--- src/rtl/ostt_pkg.sv ---
// Package with the word types, codes and constants of the one-shot timer table.
package ostt_pkg;

   // Default depth of the timer table.
   localparam int MAX_TIMERS_DEF = 16;

   // Request actions.
   localparam logic [1:0] ACT_TICK   = 2'd0;
   localparam logic [1:0] ACT_SET    = 2'd1;
   localparam logic [1:0] ACT_REMOVE = 2'd2;
   localparam logic [1:0] ACT_CLEAR  = 2'd3;

   // Response event kinds.
   localparam logic [2:0] EV_SET_ACK    = 3'd0;
   localparam logic [2:0] EV_REMOVE_ACK = 3'd1;
   localparam logic [2:0] EV_CLEAR_ACK  = 3'd2;
   localparam logic [2:0] EV_FIRED      = 3'd3;
   localparam logic [2:0] EV_TICK_DONE  = 3'd4;

   // Request word.
   typedef struct packed {
      logic [1:0]  action;
      logic [15:0] increment_ms;
      logic [30:0] duration_ms;
      logic [7:0]  timer_kind;
      logic [31:0] target_id;
   } req_type;

   // Response word.
   typedef struct packed {
      logic [2:0]  event_kind;
      logic [31:0] event_id;
      logic [7:0]  event_type;
      logic [31:0] time_now;
      logic        table_full;
      logic        last;
   } rsp_type;

   // One stored timer.
   typedef struct packed {
      logic [31:0] deadline;
      logic [7:0]  tag;
      logic [31:0] ident;
      logic        cancelled;
   } entry_type;

   // Sequencer states.
   typedef enum logic [2:0] {
      ST_IDLE,
      ST_SET,
      ST_CLEAR,
      ST_REMOVE,
      ST_REMOVE_ACK,
      ST_TICK,
      ST_TICK_DONE
   } state_type;

endpackage

--- src/rtl/ostt_ram.sv ---
// Generic single-port-write, single-port-read RAM with a registered read.
module ostt_ram #(
   parameter int WIDTH = 8,
   parameter int DEPTH = 16
) (
   input  logic                                      clock,
   input  logic                                      wr_en,
   input  logic [$clog2(DEPTH > 1 ? DEPTH : 2)-1:0]  wr_addr,
   input  logic [WIDTH-1:0]                          wr_data,
   input  logic                                      rd_en,
   input  logic [$clog2(DEPTH > 1 ? DEPTH : 2)-1:0]  rd_addr,
   output logic [WIDTH-1:0]                          rd_data
);

   logic [WIDTH-1:0] mem_ff [DEPTH];
   logic [WIDTH-1:0] rd_data_ff;

   // Write port.
   always_ff @(posedge clock) begin
      if (wr_en) begin
         mem_ff[wr_addr] <= wr_data;
      end
   end

   // Read port; the data holds while no read is issued.
   always_ff @(posedge clock) begin
      if (rd_en) begin
         rd_data_ff <= mem_ff[rd_addr];
      end
   end

   assign rd_data = rd_data_ff;

endmodule

--- src/rtl/one_shot_timer_table.sv ---
// Top level of the one-shot timer table: sequencer, clock, ID counter and response register.
//
// Requests arrive as one word on req_valid/req_word and are taken when req_stall is low.
// The block works on one request at a time; req_stall is high from the cycle after a word
// is taken until its last response has been loaded into the output register.
// Responses leave as words on rsp_valid/rsp_word; a word is held while rsp_stall is high,
// and the last response of each request carries last = 1.
// A set, clear or remove answers with a single word. A tick answers with one fired word per
// due timer, in table order, and then a done word.
// A remove or a tick walks the table memory through its single read port, one entry a
// cycle while no fired word waits on a busy output register; the walk primes the read
// before the first entry and sees that it has ended after the last, and a tick writes
// the surviving entries back in order through the write port. While rsp_stall holds a
// pending response, no further response is loaded.
// Reset clears the clock to 0, the ID counter to 1 and the entry count to 0; the table
// memory needs no clearing pass, as only entries below the count are ever read.
module one_shot_timer_table #(
   parameter int MAX_TIMERS = ostt_pkg::MAX_TIMERS_DEF
) (
   input  logic             clock,
   input  logic             reset,
   input  logic             req_valid,
   output logic             req_stall,
   input  ostt_pkg::req_type req_word,
   output logic             rsp_valid,
   input  logic             rsp_stall,
   output ostt_pkg::rsp_type rsp_word
);

   localparam int AW = MAX_TIMERS > 1 ? $clog2(MAX_TIMERS) : 1;
   localparam int CW = $clog2(MAX_TIMERS + 1);
   localparam logic [CW-1:0] MAX_CNT = CW'(MAX_TIMERS);
   localparam logic [CW-1:0] CNT_ONE = CW'(1);

   ostt_pkg::state_type state_ff, state_in;
   ostt_pkg::req_type   req_ff, req_in;
   ostt_pkg::rsp_type   rsp_ff, rsp_in;
   logic                rsp_valid_ff, rsp_valid_in;
   logic [31:0]         time_ff, time_in;
   logic [31:0]         id_ff, id_in;
   logic [CW-1:0]       count_ff, count_in;
   logic [CW-1:0]       rd_idx_ff, rd_idx_in;
   logic [CW-1:0]       keep_ff, keep_in;
   logic                pend_ff, pend_in;
   logic [AW-1:0]       data_idx_ff, data_idx_in;

   logic                  wr_en, rd_en;
   logic [AW-1:0]         wr_addr;
   ostt_pkg::entry_type   wr_entry, rd_entry;
   logic [$bits(ostt_pkg::entry_type)-1:0] rd_raw;

   logic        req_take, out_free, rsp_load;
   logic        more, due, match, consume;
   logic [31:0] diff;

   // Table memory.
   ostt_ram #(
      .WIDTH ($bits(ostt_pkg::entry_type)),
      .DEPTH (MAX_TIMERS)
   ) u_table (
      .clock   (clock),
      .wr_en   (wr_en),
      .wr_addr (wr_addr),
      .wr_data (wr_entry),
      .rd_en   (rd_en),
      .rd_addr (rd_idx_ff[AW-1:0]),
      .rd_data (rd_raw)
   );

   assign rd_entry = ostt_pkg::entry_type'(rd_raw);

   // Handshake terms and entry tests.
   assign req_stall = (state_ff != ostt_pkg::ST_IDLE);
   assign req_take  = req_valid && !req_stall;
   assign out_free  = !rsp_valid_ff || !rsp_stall;
   assign more      = (rd_idx_ff < count_ff);
   assign diff      = rd_entry.deadline - time_ff;
   assign due       = (diff == 32'd0) || diff[31];
   assign match     = pend_ff && (rd_entry.ident == req_ff.target_id);

   // A fetched entry may be retired unless it fires while the output is busy.
   always_comb begin
      if (state_ff == ostt_pkg::ST_TICK) begin
         consume = pend_ff && (rd_entry.cancelled || !due || out_free);
      end else begin
         consume = pend_ff;
      end
   end

   // Next state.
   always_comb begin
      state_in = state_ff;
      unique case (state_ff) inside
         ostt_pkg::ST_IDLE: begin
            if (req_take) begin
               unique case (req_word.action)
                  ostt_pkg::ACT_TICK:   state_in = ostt_pkg::ST_TICK;
                  ostt_pkg::ACT_SET:    state_in = ostt_pkg::ST_SET;
                  ostt_pkg::ACT_REMOVE: state_in = ostt_pkg::ST_REMOVE;
                  ostt_pkg::ACT_CLEAR:  state_in = ostt_pkg::ST_CLEAR;
                  default:              state_in = ostt_pkg::ST_IDLE;
               endcase
            end
         end
         ostt_pkg::ST_SET, ostt_pkg::ST_CLEAR,
         ostt_pkg::ST_REMOVE_ACK, ostt_pkg::ST_TICK_DONE: begin
            if (out_free) begin
               state_in = ostt_pkg::ST_IDLE;
            end
         end
         ostt_pkg::ST_REMOVE: begin
            if (match || (!pend_ff && !more)) begin
               state_in = ostt_pkg::ST_REMOVE_ACK;
            end
         end
         ostt_pkg::ST_TICK: begin
            if (!pend_ff && !more) begin
               state_in = ostt_pkg::ST_TICK_DONE;
            end
         end
         default: state_in = ostt_pkg::ST_IDLE;
      endcase
   end

   // Datapath control and response assembly.
   always_comb begin
      req_in      = req_ff;
      time_in     = time_ff;
      id_in       = id_ff;
      count_in    = count_ff;
      rd_idx_in   = rd_idx_ff;
      keep_in     = keep_ff;
      pend_in     = pend_ff;
      data_idx_in = data_idx_ff;
      wr_en       = 1'b0;
      wr_addr     = keep_ff[AW-1:0];
      wr_entry    = rd_entry;
      rd_en       = 1'b0;
      rsp_load    = 1'b0;
      rsp_in      = rsp_ff;
      rsp_in.time_now = time_ff;

      unique case (state_ff)
         ostt_pkg::ST_IDLE: begin
            if (req_take) begin
               req_in    = req_word;
               rd_idx_in = '0;
               keep_in   = '0;
               pend_in   = 1'b0;
               if (req_word.action == ostt_pkg::ACT_TICK) begin
                  time_in = time_ff + {16'd0, req_word.increment_ms};
               end
            end
         end
         ostt_pkg::ST_SET: begin
            if (out_free) begin
               rsp_load          = 1'b1;
               rsp_in.event_kind = ostt_pkg::EV_SET_ACK;
               rsp_in.event_type = 8'd0;
               rsp_in.last       = 1'b1;
               if (count_ff == MAX_CNT) begin
                  rsp_in.event_id   = 32'd0;
                  rsp_in.table_full = 1'b1;
               end else begin
                  wr_en              = 1'b1;
                  wr_addr            = count_ff[AW-1:0];
                  wr_entry.deadline  = time_ff + {1'b0, req_ff.duration_ms};
                  wr_entry.tag       = req_ff.timer_kind;
                  wr_entry.ident     = id_ff + 32'd1;
                  wr_entry.cancelled = 1'b0;
                  id_in              = id_ff + 32'd1;
                  count_in           = count_ff + CNT_ONE;
                  rsp_in.event_id    = id_ff + 32'd1;
                  rsp_in.table_full  = 1'b0;
               end
            end
         end
         ostt_pkg::ST_CLEAR: begin
            if (out_free) begin
               count_in          = '0;
               rsp_load          = 1'b1;
               rsp_in.event_kind = ostt_pkg::EV_CLEAR_ACK;
               rsp_in.event_id   = 32'd0;
               rsp_in.event_type = 8'd0;
               rsp_in.table_full = 1'b0;
               rsp_in.last       = 1'b1;
            end
         end
         ostt_pkg::ST_REMOVE: begin
            // Search in order; the first hit is written back as cancelled.
            if (match) begin
               wr_en              = 1'b1;
               wr_addr            = data_idx_ff;
               wr_entry.cancelled = 1'b1;
               pend_in            = 1'b0;
            end else begin
               rd_en = more;
               if (more) begin
                  pend_in     = 1'b1;
                  data_idx_in = rd_idx_ff[AW-1:0];
                  rd_idx_in   = rd_idx_ff + CNT_ONE;
               end else begin
                  pend_in = 1'b0;
               end
            end
         end
         ostt_pkg::ST_REMOVE_ACK: begin
            if (out_free) begin
               rsp_load          = 1'b1;
               rsp_in.event_kind = ostt_pkg::EV_REMOVE_ACK;
               rsp_in.event_id   = 32'd0;
               rsp_in.event_type = 8'd0;
               rsp_in.table_full = 1'b0;
               rsp_in.last       = 1'b1;
            end
         end
         ostt_pkg::ST_TICK: begin
            // Retire the fetched entry: drop, fire or compact it.
            if (consume && !rd_entry.cancelled) begin
               if (due) begin
                  rsp_load          = 1'b1;
                  rsp_in.event_kind = ostt_pkg::EV_FIRED;
                  rsp_in.event_id   = rd_entry.ident;
                  rsp_in.event_type = rd_entry.tag;
                  rsp_in.table_full = 1'b0;
                  rsp_in.last       = 1'b0;
               end else begin
                  wr_en   = 1'b1;
                  wr_addr = keep_ff[AW-1:0];
                  keep_in = keep_ff + CNT_ONE;
               end
            end
            // Fetch the next entry once the data register is free.
            if (more && (!pend_ff || consume)) begin
               rd_en       = 1'b1;
               pend_in     = 1'b1;
               data_idx_in = rd_idx_ff[AW-1:0];
               rd_idx_in   = rd_idx_ff + CNT_ONE;
            end else if (consume) begin
               pend_in = 1'b0;
            end
            if (!pend_ff && !more) begin
               count_in = keep_ff;
            end
         end
         ostt_pkg::ST_TICK_DONE: begin
            if (out_free) begin
               rsp_load          = 1'b1;
               rsp_in.event_kind = ostt_pkg::EV_TICK_DONE;
               rsp_in.event_id   = 32'd0;
               rsp_in.event_type = 8'd0;
               rsp_in.table_full = 1'b0;
               rsp_in.last       = 1'b1;
            end
         end
         default: begin
            rsp_load = 1'b0;
         end
      endcase
   end

   // Output register valid.
   always_comb begin
      if (rsp_load) begin
         rsp_valid_in = 1'b1;
      end else if (rsp_stall) begin
         rsp_valid_in = rsp_valid_ff;
      end else begin
         rsp_valid_in = 1'b0;
      end
   end

   // Control registers.
   always_ff @(posedge clock) begin
      if (reset) begin
         state_ff     <= ostt_pkg::ST_IDLE;
         rsp_valid_ff <= 1'b0;
         time_ff      <= 32'd0;
         id_ff        <= 32'd1;
         count_ff     <= '0;
         rd_idx_ff    <= '0;
         keep_ff      <= '0;
         pend_ff      <= 1'b0;
      end else begin
         state_ff     <= state_in;
         rsp_valid_ff <= rsp_valid_in;
         time_ff      <= time_in;
         id_ff        <= id_in;
         count_ff     <= count_in;
         rd_idx_ff    <= rd_idx_in;
         keep_ff      <= keep_in;
         pend_ff      <= pend_in;
      end
   end

   // Payload registers.
   always_ff @(posedge clock) begin
      req_ff      <= req_in;
      data_idx_ff <= data_idx_in;
      if (rsp_load) begin
         rsp_ff <= rsp_in;
      end
   end

   assign rsp_valid = rsp_valid_ff;
   assign rsp_word  = rsp_ff;

`ifndef NO_ASSERTIONS
   // The entry count never exceeds the table depth.
   a_count_bound: assert property (@(posedge clock) disable iff (reset)
      count_ff <= MAX_CNT)
      else $error("entry count exceeds table depth");

   // Compaction never overtakes the read pointer during a tick.
   a_keep_behind: assert property (@(posedge clock) disable iff (reset)
      (state_ff == ostt_pkg::ST_TICK) |-> (keep_ff <= rd_idx_ff))
      else $error("compaction pointer passed read pointer");

   // A write-back never hits the entry being fetched in the same cycle.
   a_no_collision: assert property (@(posedge clock) disable iff (reset)
      (wr_en && rd_en) |-> (wr_addr != rd_idx_ff[AW-1:0]))
      else $error("table write and read collide");

   // A taken request always starts work on the next cycle.
   a_take_busy: assert property (@(posedge clock) disable iff (reset)
      req_take |=> (state_ff != ostt_pkg::ST_IDLE))
      else $error("request taken but sequencer stayed idle");
`endif

endmodule

--- config.mk ---
export PLATFORM = sky130hd
export DESIGN_NAME = one_shot_timer_table
export DESIGN_NICKNAME = d
export VERILOG_FILES = /design/src/rtl/ostt_pkg.sv /design/src/rtl/ostt_ram.sv /design/src/rtl/one_shot_timer_table.sv
export SDC_FILE = /design/constraint.sdc
export NUM_CORES = 2
export LEC_CHECK = 0
export BUFFER_PORTS_ARGS = -buffer_cell sky130_fd_sc_hd__clkbuf_2
export CAP_MARGIN = 20
export CORE_AREA = 10 10 367 369
export DETAILED_ROUTE_END_ITERATION = 8
export DIE_AREA = 0 0 377 379
export HOLD_SLACK_MARGIN = 0.02
export PLACE_DENSITY = 0.77
export SKIP_CTS_REPAIR_TIMING = 1
export SYNTH_ARGS = -nofsm -noshare
export SYNTH_HDL_FRONTEND = slang
export SYNTH_HIERARCHICAL = 1
export SYNTH_SLANG_ARGS = --single-unit
--- constraint.sdc ---
create_clock -name clock -period 8.3 [get_ports clock]
set_input_delay 1.66 -clock clock [delete_from_list [all_inputs] [get_ports clock]]
set_output_delay 1.66 -clock clock [all_outputs]
set_load 0.05 [all_outputs]
==> out/qor.yml <==
status: "complete, no violations"
synth_nets: 3715
grt.total_usage: 0.216
irDropWorstVdd_v: 0.000204
nets: 3979
worstSkewPairLatency_ps: 770
arrival_ps: 6360
die_h_um: 379
synth_compound_area_frac: 0.0614
grt_antenna_before_repair: 2
power_density_mw_per_mm2: 296
hold_viol: 0
drv_slew: 0
placed_cells: 5308
syn_area_mm2: 0.0607
end_kind: "register"
stdcell_count: 5569
grt_max_degree: 102
drc_errors: 0
cts_max_path_buffers: 3
syn_inst: 3532
clk_pin_slew_ps: 60
worst_slack_ps: 2360
drt_first_pass_iters: 5
wl_per_cell_um: 27.9
cts-htree-levels: 4
setup_viol: 0
place.gp.congestion: 0.920
root_buffer: "clkbuf_16"
yosysWarnings: 6
ys_seq_area_frac: 0.717
worstMarginPinSlew_ps: 1210
drive_above_1_share: 0.213
rsz0062_at_grt: "no"
fmax_mhz: 168
critPathLaunchType: "register"
n_antenna_cell: 0
ant_nets: 0
clock_sink_count: 1477
synth_top_family_by_area: "multiplexers"
synth_cell_type_count: 81
yosys.area_share.simple: 0.0543
overflow: 0
hp-class: "register to register"
ys.flop_type: "edfxtp_1"
dieArea_mm2: 0.143
dpl_worst_slack_ps: 2430
crit_fanout: 42
drt-initial-drc-count: 4634
skew_ps: 27.9
avgSynthCellArea_um2: 17.2
fin_util: 0.540
grt_pass1_wl_um: 230000
maxCapViolations: 0
synth-edff-count: 1393
muxShareOfSynthArea: 0.110
synth-async-reset-ratio: 0
dp_hpwl_um: 90500
min_period_over_period: 0.716
syn_to_final_growth_pct: 13.1
finalCriticalPeriod_ps: 5940
crit_required_ps: 8720
cts_tree: "built"
numCtsBuffers: 141
num_io_pins: 172
synth_adder_area_share: 0.0189
ys_ff_latch: 1477
rows: 131
numPortBuffers: 171
synth-xor-area-share: 0.0210
grt_pass1_vias: 34400
core_mm2: 0.127
slew-limit-headroom: 0.186
wirelength_um: 155000
power_mw: 20.3
cellLeakagePower_nw: 22.2
viasPerCell: 6.19
critical_path_class: "register to register"
chipWidth_um: 377
start_util: 0.478
final.setup.tns_ps: 0
vias: 34400
report_power, final:
part | switching, mW | internal [mW]
clock | 2.77 | 3.64
sequential | 0.325 | 9.45
combinational | 3.04 | 1.08
logic make-up after synthesis:
logic type	after synthesis
xor gates and xnor gates	143
AOI/OAI and AO/OA	566
muxes	300
DFF	1477
adders and majority gates	90
buffers and inverters	234
and+or+nand+nor	722
flip-flops by register name, summed over array words and instances, names as in the netlist:
name and cells:
u_table/rd_data 73, pend_ff 1, state_ff 3, req_ff 71, data_idx_ff 4, id_ff 32
keep_ff 5, time_ff 32, u_table/mem_ff 1168, rd_idx_ff 5, rsp_word 77, count_ff 5
rsp_valid 1
layer usage:
metal	up-vias	wire length [um]	track usage	share of wire
li1	14600	-	-	-
met1	17600	61000	0.297	0.39
met2	2047	73800	0.342	0.47
met3	277	15500	0.0473	0.10
met4	4	5140	0.0744	0.033
met5	-	33	0	0.00021
Yosys cell counts (8+ instances only):
master    number  area, um^2
o21ai_0      136         681
nand2b_1      22         138
o21ai_1        8        40.0
a21o_1        33         248
or3_1         23         144
nor4_1        11        68.8
nor2_1       165         619
buf_6         13         146
edfxtp_1    1393       41800
a31oi_1       11        68.8
xnor2_1       87         762
mux4_2       292        6580
nand4_1       23         144
a211oi_1      21         158
inv_1         75         282
and2_1        20         125
buf_1         32         120
clkbuf_1      79         297
o31ai_1        8        60.1
nand3_1       44         220
nand2_1      314        1180
dfxtp_1       84        1680
xor2_1        55         482
nor3_1        36         180
a21oi_1      106         531
nor2b_1       10        62.6
o21a_1        11        82.6
a22oi_1      152        1140
ha_1          87        1090
and3_1        26         163
buf_2         19        95.1
buf_4         16         120
layout make-up:
class	instances	area, um^2
Tap cell	1662	2080
Timing Repair Buffer	280	1830
Inverter	75	287
Fill cell	9396	58400
Clock inverter	79	820
Clock buffer	175	3750
Sequential cell	1477	43500
Multi-Input combinational cell	1821	16300
cell usage in the layout, fill, tap and decap left out, drive strengths merged, types with 33 or more instances in the layout:
master / count
edfxtp: 1393
clkbuf: 346
nand2: 314
mux4: 292
nor2: 166
a22oi: 152
o21ai: 144
a21oi: 111
buf: 108
xnor2: 88
ha: 87
dfxtp: 84
inv: 80
clkinv: 56
xor2: 55
nand3: 45
nor3: 36
a21o: 33
worst max-delay path: stages, from the launching register on:
cell,delay (ps)
dfxtp_1,400
inv_1,60
ha_1,530
nand4_1,230
or3_1,390
a211oi_1,400
nor2_1,120
and4_1,220
o31ai_1,300
a2111oi_1,120
nand3_1,270
and3_1,270
or2_1,170
nand3_1,320
nor2_4,540
buf_4,750
buf_4,450
final timing paths:
path	start	endpoint	slack (ps)	cells past startpoint
max	time_ff[10]	u_table/mem_ff[14][66]	2360	16
min	keep_ff[4]	keep_ff[4]	500	2
max reg2reg	time_ff[10]	u_table/mem_ff[14][66]	2360	16
min reg2reg	keep_ff[4]	keep_ff[4]	500	2
metrics by stage:
stage / cell area (um^2) / hold WS (ps)
after floorplan: 60700 / 449
after global placement: 63900 / 466
after detailed placement: 64000 / 475
after CTS: 68500 / 509
after global routing: 68600 / 533
final: 68600 / 503
Power figures use the tool's default switching activity.
